`src/rtl/core/tbslp_pkg.sv`:
```
// shared types, constants and helpers for the three button press decoder
`timescale 1ns / 1ps
package tbslp_pkg;

  localparam int CNT_W           = 16;
  localparam int DEF_NUM_BUTTONS = 3;
  localparam int SCAN_MAX        = 3;
  localparam int QUEUE_DEPTH     = 8;
  localparam int CFG_ADDR_W      = 1;
  localparam int IN_DATA_W       = 8;
  localparam int OUT_DATA_W      = 16;

  localparam logic [CNT_W-1:0] COUNT_MAX    = {CNT_W{1'b1}};
  localparam logic [CNT_W-1:0] DEBOUNCE_RST = 16'd3;
  localparam logic [CNT_W-1:0] LONG_RST     = 16'd100;

  localparam logic [CFG_ADDR_W-1:0] REG_DEBOUNCE = 1'd0;
  localparam logic [CFG_ADDR_W-1:0] REG_LONG     = 1'd1;

  localparam logic [1:0] BTN_CENTRE = 2'd0;
  localparam logic [1:0] BTN_LEFT   = 2'd1;
  localparam logic [1:0] BTN_RIGHT  = 2'd2;

  localparam logic [1:0] ACT_PRESET = 2'd0;
  localparam logic [1:0] ACT_CLEAN  = 2'd1;
  localparam logic [1:0] ACT_CALIB  = 2'd2;
  localparam logic [1:0] ACT_BANK   = 2'd3;

  localparam logic [1:0] BANK_LAST = 2'd2;

  typedef struct packed {
    logic fire;
    logic is_long;
  } tbslp_lane_ev_t;

  // packed from the lowest bit up: button_id first, last at the top
  typedef struct packed {
    logic       last;
    logic       led_green;
    logic       led_red;
    logic       led_blue;
    logic [1:0] speed_bank;
    logic [3:0] preset;
    logic [1:0] action;
    logic       long_press;
    logic [1:0] button_id;
  } tbslp_event_t;

  // preset offset inside a bank for a short press
  function automatic logic [3:0] preset_offset(input logic [1:0] id);
    logic [3:0] off;
    unique case (id)
      BTN_CENTRE: off = 4'd2;
      BTN_LEFT:   off = 4'd1;
      default:    off = 4'd3;
    endcase
    return off;
  endfunction

endpackage

```
`src/rtl/core/three_button_short_long_press.sv`:
```
// top level of the three button short/long press decoder
// One tick item (centre, left, right levels, active low) is taken per cycle
// whenever the 8-entry event queue has room for a full tick's events; all
// button lanes and the bank update settle in that single cycle. Events leave
// one per cycle while out_tready is high, in centre, left, right order, and
// the output port sets the sustained rate when presses are dense.
`timescale 1ns / 1ps
module three_button_short_long_press
  import tbslp_pkg::*;
#(
  parameter int NUM_BUTTONS = DEF_NUM_BUTTONS
)
(
  input  logic                  clk,
  input  logic                  rst_n,
  input  logic                  cfg_we,
  input  logic [CFG_ADDR_W-1:0] cfg_addr,
  input  logic [CNT_W-1:0]      cfg_wdata,
  input  logic                  in_tvalid,
  output logic                  in_tready,
  input  logic [IN_DATA_W-1:0]  in_tdata,   // centre_level, left_level, right_level
  output logic                  out_tvalid,
  input  logic                  out_tready,
  // button_id, long_press, action, preset, speed_bank, led_blue, led_red, led_green
  output logic [OUT_DATA_W-1:0] out_tdata,
  output logic                  out_tlast   // last
);

  localparam int LANES = (NUM_BUTTONS < SCAN_MAX) ? NUM_BUTTONS : SCAN_MAX;
  localparam int N_W   = $clog2(LANES + 1);

  logic [CNT_W-1:0] debounce_r;
  logic [CNT_W-1:0] long_r;
  logic             accept;
  tbslp_lane_ev_t   lane_ev [LANES];
  tbslp_event_t     events  [LANES];
  logic [N_W-1:0]   num_events;
  tbslp_event_t     rd_ev;

  always_ff @(posedge clk) begin
    if (!rst_n) begin
      debounce_r <= DEBOUNCE_RST;
      long_r     <= LONG_RST;
    end else if (cfg_we) begin
      unique case (cfg_addr)
        REG_DEBOUNCE: debounce_r <= cfg_wdata;
        default:      long_r     <= cfg_wdata;
      endcase
    end
  end

  assign accept = in_tvalid && in_tready;

  for (genvar g = 0; g < LANES; g++) begin : g_lane
    tbslp_lane u_lane (
      .clk            (clk),
      .rst_n          (rst_n),
      .en             (accept),
      .level          (in_tdata[g]),
      .debounce_ticks (debounce_r),
      .long_ticks     (long_r),
      .ev             (lane_ev[g])
    );
  end

  tbslp_merge #(
    .LANES (LANES)
  ) u_merge (
    .clk        (clk),
    .rst_n      (rst_n),
    .en         (accept),
    .lane_ev    (lane_ev),
    .events     (events),
    .num_events (num_events)
  );

  tbslp_queue #(
    .LANES (LANES),
    .DEPTH (QUEUE_DEPTH)
  ) u_queue (
    .clk      (clk),
    .rst_n    (rst_n),
    .push     (accept),
    .wr_ev    (events),
    .wr_n     (num_events),
    .room     (in_tready),
    .rd_valid (out_tvalid),
    .rd_ready (out_tready),
    .rd_ev    (rd_ev)
  );

  assign out_tdata = {{(OUT_DATA_W - 14){1'b0}}, rd_ev[13:0]};
  assign out_tlast = rd_ev.last;

endmodule

```
`src/rtl/core/tbslp_lane.sv`:
```
// one button lane: hold counter and short/long event detection
`timescale 1ns / 1ps
module tbslp_lane
  import tbslp_pkg::*;
(
  input  logic             clk,
  input  logic             rst_n,
  input  logic             en,
  input  logic             level,
  input  logic [CNT_W-1:0] debounce_ticks,
  input  logic [CNT_W-1:0] long_ticks,
  output tbslp_lane_ev_t   ev
);

  logic [CNT_W-1:0] count_r;
  logic [CNT_W-1:0] count_nxt;
  logic [CNT_W-1:0] count_inc;

  assign count_inc = count_r + CNT_W'(1);

  always_comb begin
    count_nxt  = count_r;
    ev.fire    = 1'b0;
    ev.is_long = 1'b0;
    if (!level) begin
      if (count_r != COUNT_MAX) begin
        count_nxt = count_inc;
        if (count_inc == long_ticks) begin
          ev.fire    = 1'b1;
          ev.is_long = 1'b1;
        end
      end
    end else begin
      priority if (count_r > debounce_ticks && count_r < long_ticks) begin
        ev.fire   = 1'b1;
        count_nxt = '0;
      end else if (count_r >= long_ticks) begin
        count_nxt = '0;
      end else if (count_r != '0) begin
        count_nxt = count_r - CNT_W'(1);
      end
    end
  end

  always_ff @(posedge clk) begin
    if (!rst_n) begin
      count_r <= '0;
    end else if (en) begin
      count_r <= count_nxt;
    end
  end

endmodule

```
`src/rtl/core/tbslp_merge.sv`:
```
// merges lane events in button order, tracks the speed bank, packs events
`timescale 1ns / 1ps
module tbslp_merge
  import tbslp_pkg::*;
#(
  parameter int LANES = SCAN_MAX,
  localparam int N_W  = $clog2(LANES + 1)
)
(
  input  logic           clk,
  input  logic           rst_n,
  input  logic           en,
  input  tbslp_lane_ev_t lane_ev [LANES],
  output tbslp_event_t   events  [LANES],
  output logic [N_W-1:0] num_events
);

  localparam int IDX_W = (LANES > 1) ? $clog2(LANES) : 1;

  logic [1:0] bank_r;
  logic [1:0] bank_nxt;

  always_comb begin
    logic [1:0]   bank_v;
    logic [N_W-1:0] cnt;
    tbslp_event_t e;
    logic [1:0]   id;
    bank_v = bank_r;
    cnt    = '0;
    for (int i = 0; i < LANES; i++) begin
      events[i] = '0;
    end
    for (int i = 0; i < LANES; i++) begin
      id = 2'(i);
      e  = '0;
      if (lane_ev[i].fire) begin
        e.button_id  = id;
        e.long_press = lane_ev[i].is_long;
        if (lane_ev[i].is_long) begin
          unique case (id)
            BTN_CENTRE: e.action = ACT_CLEAN;
            BTN_LEFT:   e.action = ACT_CALIB;
            default: begin
              e.action = ACT_BANK;
              bank_v   = (bank_v >= BANK_LAST) ? 2'd0 : bank_v + 2'd1;
            end
          endcase
        end else begin
          e.action = ACT_PRESET;
          e.preset = 4'(bank_v) * 4'd3 + preset_offset(id);
        end
        e.speed_bank = bank_v;
        e.led_blue   = (bank_v == 2'd0);
        e.led_red    = 1'b1;
        e.led_green  = (bank_v <= 2'd1);
        events[cnt[IDX_W-1:0]] = e;
        cnt = cnt + N_W'(1);
      end
    end
    if (cnt != '0) begin
      events[IDX_W'(cnt - N_W'(1))].last = 1'b1;
    end
    num_events = cnt;
    bank_nxt   = bank_v;
  end

  always_ff @(posedge clk) begin
    if (!rst_n) begin
      bank_r <= 2'd0;
    end else if (en) begin
      bank_r <= bank_nxt;
    end
  end

endmodule

```
`src/rtl/core/tbslp_queue.sv`:
```
// event queue: takes up to one tick's events at once, gives one per cycle while rd_ready is high
`timescale 1ns / 1ps
module tbslp_queue
  import tbslp_pkg::*;
#(
  parameter int LANES = SCAN_MAX,
  parameter int DEPTH = QUEUE_DEPTH,
  localparam int N_W  = $clog2(LANES + 1)
)
(
  input  logic           clk,
  input  logic           rst_n,
  input  logic           push,
  input  tbslp_event_t   wr_ev [LANES],
  input  logic [N_W-1:0] wr_n,
  output logic           room,
  output logic           rd_valid,
  input  logic           rd_ready,
  output tbslp_event_t   rd_ev
);

  localparam int PTR_W = (DEPTH > 1) ? $clog2(DEPTH) : 1;
  localparam int CQ_W  = $clog2(DEPTH + 1);

  tbslp_event_t     mem_r [DEPTH];
  logic [PTR_W-1:0] wr_ptr_r;
  logic [PTR_W-1:0] rd_ptr_r;
  logic [CQ_W-1:0]  count_r;
  logic [N_W-1:0]   n_eff;
  logic             pop;

  assign n_eff    = push ? wr_n : '0;
  assign pop      = rd_valid && rd_ready;
  assign rd_valid = (count_r != '0);
  assign rd_ev    = mem_r[rd_ptr_r];
  assign room     = (count_r <= CQ_W'(DEPTH - LANES));

  always_ff @(posedge clk) begin
    for (int k = 0; k < LANES; k++) begin
      if (N_W'(k) < n_eff) begin
        mem_r[wr_ptr_r + PTR_W'(k)] <= wr_ev[k];
      end
    end
  end

  always_ff @(posedge clk) begin
    if (!rst_n) begin
      wr_ptr_r <= '0;
      rd_ptr_r <= '0;
      count_r  <= '0;
    end else begin
      wr_ptr_r <= wr_ptr_r + PTR_W'(n_eff);
      if (pop) begin
        rd_ptr_r <= rd_ptr_r + PTR_W'(1);
      end
      count_r <= count_r + CQ_W'(n_eff) - CQ_W'(pop);
    end
  end

endmodule
```
`config.mk`:
```
export PLATFORM = sky130hd
export DESIGN_NAME = three_button_short_long_press
export DESIGN_NICKNAME = d
export VERILOG_FILES = /design/src/rtl/core/tbslp_pkg.sv /design/src/rtl/core/three_button_short_long_press.sv /design/src/rtl/core/tbslp_lane.sv /design/src/rtl/core/tbslp_merge.sv /design/src/rtl/core/tbslp_queue.sv
export SDC_FILE = /design/constraint.sdc
export NUM_CORES = 1
export LEC_CHECK = 0
export BUFFER_PORTS_ARGS = -buffer_cell sky130_fd_sc_hd__buf_2
export CORE_MARGIN = 2
export CORE_UTILIZATION = 65
export CTS_BUF_LIST = sky130_fd_sc_hd__clkbuf_4
export DETAILED_ROUTE_END_ITERATION = 10
export PLACE_DENSITY = 0.83
export SLEW_MARGIN = 10
export SYNTH_ARGS = -nofsm -noshare
export SYNTH_HDL_FRONTEND = slang
export SYNTH_SLANG_ARGS = --single-unit
```
`constraint.sdc`:
```
create_clock -name clk -period 9.5 [get_ports clk]
set_clock_uncertainty 0.2 [all_clocks]
set_input_delay 1.9 -clock clk [delete_from_list [all_inputs] [get_ports clk]]
set_output_delay 1.9 -clock clk [all_outputs]
set_load 0.02 [all_outputs]
```
==> flow_summary.yaml, run 1 <==
status:
  outcome: "complete, no violations"
cts:
  clk_path_buf_depth: 3
  hold_buffers: 0
  htree_levels: 2
  cts_setup_buffers: 0
  cts_sinks: 215
  clk_latency_ns: 0.71
  cts_tree: "yes"
  cts_root_buffer: "clkbuf_4"
  cts_buffers: 56
  clk_pin_slew_worst_paths_ns: 0.06
  post_cts_resized: 0
timing:
  post-route-period-util_pct: 70.43
  relSlewSlack_pct: 14.19
  finalWorstPathRequiredPeriod_ns: 6.691
  final.setup.tns_ns: 0
  setup_viol: 0
  finalHoldViolCount: 0
  setup_ws_ns: 2.809
  drv_slew: 0
  rsz0062_at_grt: "no"
  max_freq_mhz: 149.5
  worst_pin_slew_ns: 1.287
cells_and_area:
  layout_commonest_cell: "nand2_1"
  fin_nets: 2047
  most-common-layout-cells: "184 x nand2_1, 150 x a21oi_1, 133 x mux2i_1"
  fin_util_pct: 69.15
  instances_no_fill: 2263
  drive_gt1_share_pct: 11.73
  final_area_um2: 17970
  areaGrowthSynthToFinish_pct: 4.703
job:
  cap_violations: 0
logic_synthesis:
  postSynthCellCount: 1918
  async_flop_share_pct: 0
  syn_avg_cell_area_um2: 8.948
  yosys_warnings: 0
  synth_area_leaders: "edfxtp_1 21%, dfxtp_1 11%, ha_1 9.2%"
  yosysTopAreaCell: "edfxtp_1"
  synth_cell_types: 94
  netlist_area_um2: 17160
  ys.flop_type: "edfxtp_1"
  yosysSeqAreaShare_pct: 32.08
  synth_top_area_share_pct: 21.00
  synth_edf_count: 120
  ys_ff_latch: 215
critical_path:
  worst_ep_arrival_time_ns: 6.88
  ff2ff_path_depth: 16
  cp_max_fo: 14
  cp.required_ns: 9.69
  start_kind: "flop"
  worst_setup_path_end_kind: "flop"
  path_class: "flop to flop"
drt:
  drt_iter0_drc: 1890
  wl_per_cell_um: 22.46
  firstDrtPassIters: 6
  finalWirelength_um: 50820
  num_vias: 15770
  post_drt_via_cell_ratio: 6.967
  ant_nets: 0
  drc: 0
power_and_ir_drop:
  power.leakage_nw: 7.500
  power.density_nw_per_um2: 404.8
  vdd_drop_max_uv: 322.8
floorplanning:
  die_height_um: 166.5
  placementRows: 59
  fp.dieArea_um2: 27720
  initial_core_util_pct: 66.04
  die_x_um: 166.5
  ioPinCount: 49
  core-area_um2: 25980
global_routing:
  grt_pass1_vias: 14820
  grt_overflow: 0
  grt_max_degree: 57
  antenna_found_initial: 3
  grtUsageTotal_pct: 35.45
  grt_first_pass_wirelength_um: 79140
placement:
  gp_congestion: 0.9736
  preCtsSetupSlack_ns: 2.519
  placed_area_um2: 17300
  io_buffers: 41
  placed_cells: 2166
  dp_hpwl_um: 34610
worst_hold_path:
  worstHoldPathCells: 2
  hp-class: "flop to flop"
==> final cells by class <==
type | instances | area [µm²]
inverters | 76 | 287.8
flip-flops and latches | 215 | 5507
clock buffers | 78 | 585.6
fillers | 2058 | 8016
diodes | 1 | 2.502
repair buffers | 57 | 325.3
clock inverters | 18 | 80.08
multi-input cells | 1483 | 10760
well taps | 335 | 419.2
==> power by group <==
part,leakage [nW],internal (mW),switching [mW]
registers,1.95,1.44,0.360
clock network,0.395,0.377,0.398
logic,5.16,1.82,2.88
==> cells by family after synthesis <==
family	Yosys count	share of synthesized area (%)
AO/OA/AOI/OAI	473	18.27
XOR/XNOR	69	3.521
adder cells (fa/ha/maj)	128	9.420
buffers and inverters	221	5.293
flip-flops	215	32.08
multiplexers	187	13.27
other	1	0.02185
AND/OR/NAND/NOR	624	18.12
==> worst max-delay path: stages, from the launching register on <==
cell      delay [ns]
dfxtp_1         0.69
inv_1           0.38
ha_1            0.40
a21oi_1         0.18
o21ai_0         0.16
a22o_1          0.21
a2111o_1        0.41
a211oi_1        0.64
o21bai_1        0.22
buf_4           0.23
ha_1            0.31
inv_1           0.19
xnor2_1         0.74
and2_1          0.31
o21ai_1         0.18
o31ai_2         0.52
buf_4           0.39
==> sequential cells by signal (all words and copies together) (netlist names), named ones only <==
register / flops
u_queue.mem_r: 120
u_queue.count_r: 4
u_merge.bank_r: 2
long_r: 16
debounce_r: 16
g_lane.u_lane.count_r: 48
u_queue.rd_ptr_r: 3
u_queue.wr_ptr_r: 3
==> through the flow <==
| step | power (mW) | hold slack (ns) |
|---|---|---|
| finish | 7.274 | 0.2546 |
| global route | 7.797 | 0.2720 |
| CTS | 7.147 | 0.2549 |
| detailed placement | 6.359 | 0.2472 |
| global placement | 6.179 | 0.2424 |
| floorplan | 5.285 | 0.2363 |
==> routing by layer <==
layer	global-route usage [%]	vias to the layer above	wire (µm)
met5	0	-	0
met1	43.79	7365	19170
met3	7.177	224	5320
met4	18.37	0	2606
li1	-	7173	-
met2	58.98	1005	23730
==> cell usage after synthesis, types with 44 or more instances <==
library cell / instances
nand2_1: 184
a21oi_1: 150
mux2i_1: 133
nor2_1: 132
ha_1: 126
edfxtp_1: 120
dfxtp_1: 95
clkbuf_1: 86
inv_1: 72
o21ai_0: 70
nand3_1: 53
nor3_1: 44
==> worst paths after layout <==
path	start	endpoint	slack, ns
worst max-delay path	long_r[7]$_SDFFE_PN0P_	u_queue.mem_r[2][1]$_DFFE_PP_	2.81
worst max register to register	long_r[7]$_SDFFE_PN0P_	u_queue.mem_r[2][1]$_DFFE_PP_	2.81
worst min register to register	debounce_r[14]$_SDFFE_PN0P_	debounce_r[14]$_SDFFE_PN0P_	0.25
worst min-delay path	debounce_r[14]$_SDFFE_PN0P_	debounce_r[14]$_SDFFE_PN0P_	0.25
Power figures use the tool's default switching activity.
==> inputs of run 2 (changes only) <==
ABC_AREA = 1   (was unset)
CORE_UTILIZATION = 59   (was 65)
PLACE_DENSITY = 0.79   (was 0.83)
clock period = 6.15 ns   (was 9.5 ns; I/O delays follow)
==> flow_summary.yaml, run 2 <==
status:
  outcome: "complete, no violations"
global_routing:
  use_met1_pct: 44.54
  grt_max_degree: 65
  grt_overflow: 0
  met2_usage_pct: 62.81
  grt_first_pass_wirelength_um: 91530
  antenna_found_initial: 1
  grtUsageTotal_pct: 38.01
  top_usage_layer: "met2"
  grt_use_met3_pct: 7.386
  grt_pass1_vias: 17160
cells_and_area:
  fillers: 2777
  most-common-layout-cells: "703 x nand2_1, 331 x nand3_1, 327 x nor2_1"
  ff_latch_area_um2: 5507
  multiInputGateArea_um2: 10640
  instances_no_fill: 3046
  largest_reg_flops: 120
  layout_commonest_cell: "nand2_1"
  largest_register: "u_queue.mem_r"
  areaGrowthSynthToFinish_pct: 6.111
  drive_gt1_share_pct: 8.211
  fin_nets: 2771
  reg_top3: "u_queue.mem_r x120, g_lane.u_lane.count_r x48"
power_and_ir_drop:
  power.density_nw_per_um2: 399.3
  power.leakage_nw: 8.813
  vdd_drop_max_uv: 216.0
  power_mw: 7.424
logic_synthesis:
  netlist_area_um2: 17520
  ys.flop_type: "edfxtp_1"
  synth_cell_types: 53
  yosys_warnings: 0
  postSynthCellCount: 2595
  ys_top_cells_by_count: "703 x nand2_1, 331 x nand3_1, 327 x nor2_1"
  async_flop_share_pct: 0
  synth_area_leaders: "edfxtp_1 21%, nand2_1 15%, dfxtp_1 11%"
  yosysSeqAreaShare_pct: 31.42
  synth.most_common_cell: "nand2_1"
  synth_top_area_share_pct: 20.56
  syn_avg_cell_area_um2: 6.753
  ys_ff_latch: 215
  yosysTopAreaCell: "edfxtp_1"
  synth_edf_count: 120
worst_hold_path:
  worstHoldPathCells: 2
  hold_start: "u_queue.rd_ptr_r[2]$_SDFFE_PN0P_"
  hp-class: "flop to flop"
drt:
  wl_per_cell_um: 19.63
  post_drt_via_cell_ratio: 6.083
  ant_nets: 0
  finalWirelength_um: 59780
  num_vias: 18530
  drc: 0
  drt_iter0_drc: 2018
  firstDrtPassIters: 7
floorplanning:
  initial_core_util_pct: 59.44
  die_height_um: 176.3
  die_x_um: 176.3
  fp.dieArea_um2: 31100
  ioPinCount: 49
  placementRows: 63
  core-area_um2: 29480
critical_path:
  crit_start: "long_r[15]$_SDFFE_PN0P_"
  slowest_stage: "nand3_1"
  worst-path-stages: 20
  critPathTopFamily: "simple AND/OR/NAND/NOR gates"
  max_stage_delay_ns: 0.70
  worst_setup_path_end_kind: "flop"
  rr_startpoint: "long_r[15]$_SDFFE_PN0P_"
  cp_max_fo: 15
  start_kind: "flop"
  crit_chain: "inv_1 > ha_1 > nand2_1 > inv_1 > nand3_1 > a21o_1 > nand2_1 > a21oi_1 > nand3_1 > nor2_1 > inv_1 > nand2_1 > ha_1 > inv_1 > nand3_1 > nand2_2 > nor2_4 > nand2_1 > buf_4 > nand3_1"
  path_class: "flop to flop"
  ff2ff_path_depth: 20
  critPathBufInv: 5
  cp.required_ns: 6.14
  worst_ep_arrival_time_ns: 5.43
cts:
  clk_path_buf_depth: 3
  clk_latency_ns: 0.74
  cts_setup_buffers: 0
  cts_sinks: 215
  cts_root_buffer: "clkbuf_4"
  hold_buffers: 0
  htree_levels: 2
  post_cts_resized: 0
  cts_buffers: 57
  clk_pin_slew_worst_paths_ns: 0.06
  cts_tree: "yes"
placement:
  dp_hpwl_um: 42140
  gp_congestion: 0.9748
  io_buffers: 41
  placed_cells: 2944
timing:
  rsz0062_at_grt: "no"
  final.setup.tns_ns: 0
  finalWorstPathRequiredPeriod_ns: 5.434
  worst_pin_slew_ns: 1.162
  post-route-period-util_pct: 88.36
  relSlewSlack_pct: 22.54
  max_freq_mhz: 184.0
  finalHoldViolCount: 0
  setup_viol: 0
  drv_slew: 0
job:
  cap_violations: 0
==> run 2: final timing paths <==
check | end | slack [ns]
max | u_queue.mem_r[5][4]$_DFFE_PP_ | 0.72
min reg2reg | flop | 0.27
min | flop | 0.27
max reg2reg | u_queue.mem_r[5][4]$_DFFE_PP_ | 0.72
==> run 2: cell type report <==
type | instances | area share (%)
antenna | 1 | 0.01346
clock buffer | 69 | 2.786
clock inverter | 32 | 0.8276
inverter | 193 | 3.896
multi-input combinational | 2059 | 57.21
sequential | 215 | 29.61
tap | 390 | 2.624
timing repair buffer | 87 | 3.028
==> run 2: cell families after synthesis <==
kind of cell | share of synthesized area [%]
compound gates | 12.78
xor+xnor | 2.278
fa+ha+maj | 9.225
buf+inv | 7.925
flops | 31.42
other cells | 0.02140
simple gates | 36.36
==> run 2: tightest hold or removal path, cell delays in order, from the launching register on <==
cell	delay, ns
dfxtp_1	0.31
inv_1	0.05
a21oi_1	0.06
==> run 2: routing by layer <==
layer  vias to the layer above  wire (µm)
li1                       8841          -
met1                      8335      21850
met2                      1075      27480
met3                       279       5869
met4                         0       4589
met5                         -          0
==> run 2: metrics by stage <==
| step | hold slack (ns) | utilization [%] | setup slack (ns) | area, µm² |
|---|---|---|---|---|
| floorplan | 0.2334 | - | 1.888 | 17530 |
| global placement | 0.2493 | 60.79 | 0.8416 | 17920 |
| detailed placement | 0.2606 | 60.79 | 0.7796 | 17920 |
| CTS | 0.2725 | 63.07 | 0.7849 | 18590 |
| global route | 0.2944 | 63.08 | 0.3599 | 18600 |
| finish | 0.2704 | 63.08 | 0.7159 | 18600 |
==> run 2: power by group <==
group	switching, mW	internal [mW]
combinational	2.68	1.32
clock	0.645	0.542
sequential	0.343	1.89
total	3.66	3.76
==> inputs of run 3 (changes only) <==
CORE_UTILIZATION = 51   (was 59)
PLACE_DENSITY = 0.7   (was 0.79)
==> flow_summary.yaml, run 3 (same netlist as run 2, synthesis figures left out) <==
status:
  outcome: "complete, no violations"
timing:
  rsz0062_at_grt: "no"
  drv_slew: 0
  finalWorstPathRequiredPeriod_ns: 5.396
  max_freq_mhz: 185.3
  setup_viol: 0
  post-route-period-util_pct: 87.75
  final.setup.tns_ns: 0
  finalHoldViolCount: 0
  worst_pin_slew_ns: 1.106
  relSlewSlack_pct: 26.17
drt:
  drt_iter0_drc: 1919
  post_drt_via_cell_ratio: 5.902
  firstDrtPassIters: 6
  drc: 0
  finalWirelength_um: 61870
  wl_per_cell_um: 19.77
  num_vias: 18470
  ant_nets: 0
floorplanning:
  core-area_um2: 33700
  fp.dieArea_um2: 35860
  ioPinCount: 49
  die_height_um: 189.4
  placementRows: 67
  initial_core_util_pct: 52.00
  die_x_um: 189.4
power_and_ir_drop:
  p_clk_share_pct: 18.0
  switching_share_pct: 48.50
  p_sw_mw: 3.679
  power.internal_mw: 3.907
  combPwrFrac_pct: 52.7
  power.leakage_nw: 8.954
  power_frac_seq_pct: 29.3
  vdd_drop_max_uv: 268.7
  power.density_nw_per_um2: 402.1
critical_path:
  cp_max_fo: 23
  critPathTopFamily: "simple AND/OR/NAND/NOR gates"
  max_stage_delay_ns: 0.47
  crit_chain: "inv_1 > ha_1 > nand2_1 > inv_1 > nand3_1 > a21o_1 > nand2_1 > a21oi_1 > nand3_1 > nor2_1 > inv_1 > nand2_1 > ha_1 > nand2_2 > nand2_2 > nor2_4 > buf_4 > nand2_2 > nand3_1 > buf_4"
  path_class: "flop to flop"
  worst_ep_arrival_time_ns: 5.70
  start_kind: "flop"
  slowest_stage: "dfxtp_1"
  cp.required_ns: 6.45
  critPathBufInv: 5
  worst_setup_path_end_kind: "flop"
cts:
  hold_buffers: 0
  cts_setup_buffers: 0
  cts_root_buffer: "clkbuf_4"
  cts_buffers: 61
  cts_sinks: 215
  clk_latency_ns: 0.83
  htree_levels: 2
  cts_tree: "yes"
  clk_path_buf_depth: 3
  clk_pin_slew_worst_paths_ns: 0.06
  post_cts_resized: 0
placement:
  dp_hpwl_um: 44580
  placed_area_um2: 18080
  io_buffers: 41
  gp_congestion: 0.9715
global_routing:
  grt_pass1_vias: 17590
  grtUsageTotal_pct: 34.72
  antenna_found_initial: 1
  grt_max_degree: 65
  grt_first_pass_wirelength_um: 96720
  grt_overflow: 0
cells_and_area:
  layout_commonest_cell: "nand2_1"
  drive_gt1_share_pct: 9.254
  fin_nets: 2789
  largest_register: "u_queue.mem_r"
  most-common-layout-cells: "703 x nand2_1, 331 x nand3_1, 327 x nor2_1"
  areaGrowthSynthToFinish_pct: 7.668
  largest_reg_flops: 120
  reg_top3: "u_queue.mem_r x120, g_lane.u_lane.count_r x48"
  final_area_um2: 18870
job:
  cap_violations: 0
worst_hold_path:
  hp-class: "flop to flop"
[run 3: cell count changes in the layout (fill, tap and decap cells not counted), sizes merged]
cell    delta
buf       +14
clkbuf    +24
clkinv    -13
[run 3: power by group through the flow]
| stage | Sequential, mW | Combinational, mW | Clock (mW) |
|---|---|---|---|
| 6_report | 2.22 | 4.00 | 1.36 |
| 5_1_grt | 2.26 | 4.48 | 1.45 |
| 4_1_cts | 2.21 | 3.93 | 1.38 |
| 3_5_place_dp | 2.24 | 3.91 | 0 |
| 3_3_place_gp | 2.23 | 3.80 | 0 |
| 2_1_floorplan | 2.06 | 3.01 | 0 |
[run 3: worst reg2reg max path, cell delays in order (launching register included)]
cell     delay [ns]
dfxtp_1        0.47
inv_1          0.25
ha_1           0.36
nand2_1        0.10
inv_1          0.04
nand3_1        0.11
a21o_1         0.10
nand2_1        0.06
a21oi_1        0.14
nand3_1        0.23
nor2_1         0.44
inv_1          0.08
nand2_1        0.23
ha_1           0.35
nand2_2        0.17
nand2_2        0.28
nor2_4         0.40
buf_4          0.35
nand2_2        0.31
nand3_1        0.18
buf_4          0.28
[run 3: routing by layer]
| layer | GRT usage, % | vias to the layer above | part of all wire [%] |
|---|---|---|---|
| met3 | 5.728 | 236 | 8.0 |
| met5 | 0 | - | 0 |
| met4 | 26.36 | 0 | 8.0 |
| met1 | 40.27 | 8461 | 38 |
| li1 | - | 8873 | - |
| met2 | 57.58 | 896 | 46 |
[run 3: area by class of cell]
class	count	area [µm²]
Fill cell	3325	14830
Clock inverter	19	86.33
Antenna cell	1	2.502
Tap cell	448	560.5
Clock buffer	93	698.2
Sequential cell	215	5507
Inverter	193	724.4
Timing Repair Buffer	101	655.6
Multi-Input combinational cell	2059	10630
[run 3: final timing paths]
| kind | end | startpoint | cells after the start | slack [ns] |
|---|---|---|---|---|
| worst min register to register | flop | u_queue.rd_ptr_r[2]$_SDFFE_PN0P_ | 2 | 0.26 |
| worst max-delay path | u_queue.mem_r[1][4]$_DFFE_PP_ | long_r[15]$_SDFFE_PN0P_ | 20 | 0.75 |
| worst max register to register | u_queue.mem_r[1][4]$_DFFE_PP_ | long_r[15]$_SDFFE_PN0P_ | 20 | 0.75 |
| worst min-delay path | flop | u_queue.rd_ptr_r[2]$_SDFFE_PN0P_ | 2 | 0.26 |
[run 3: per-stage QoR]
| stage | instances | util (%) | worst slack, ns | power [mW] | hold slack, ns |
|---|---|---|---|---|---|
| floorplan | 2596 | - | 1.888 | 5.073 | 0.2334 |
| global placement | 3016 | 53.65 | 0.7983 | 6.036 | 0.2458 |
| detailed placement | 3016 | 53.65 | 0.7443 | 6.157 | 0.2573 |
| CTS | 3128 | 55.98 | 0.8359 | 7.527 | 0.2628 |
| global route | 3129 | 55.99 | 0.3348 | 8.191 | 0.2852 |
| finish | 3129 | 55.99 | 0.7537 | 7.586 | 0.2592 |
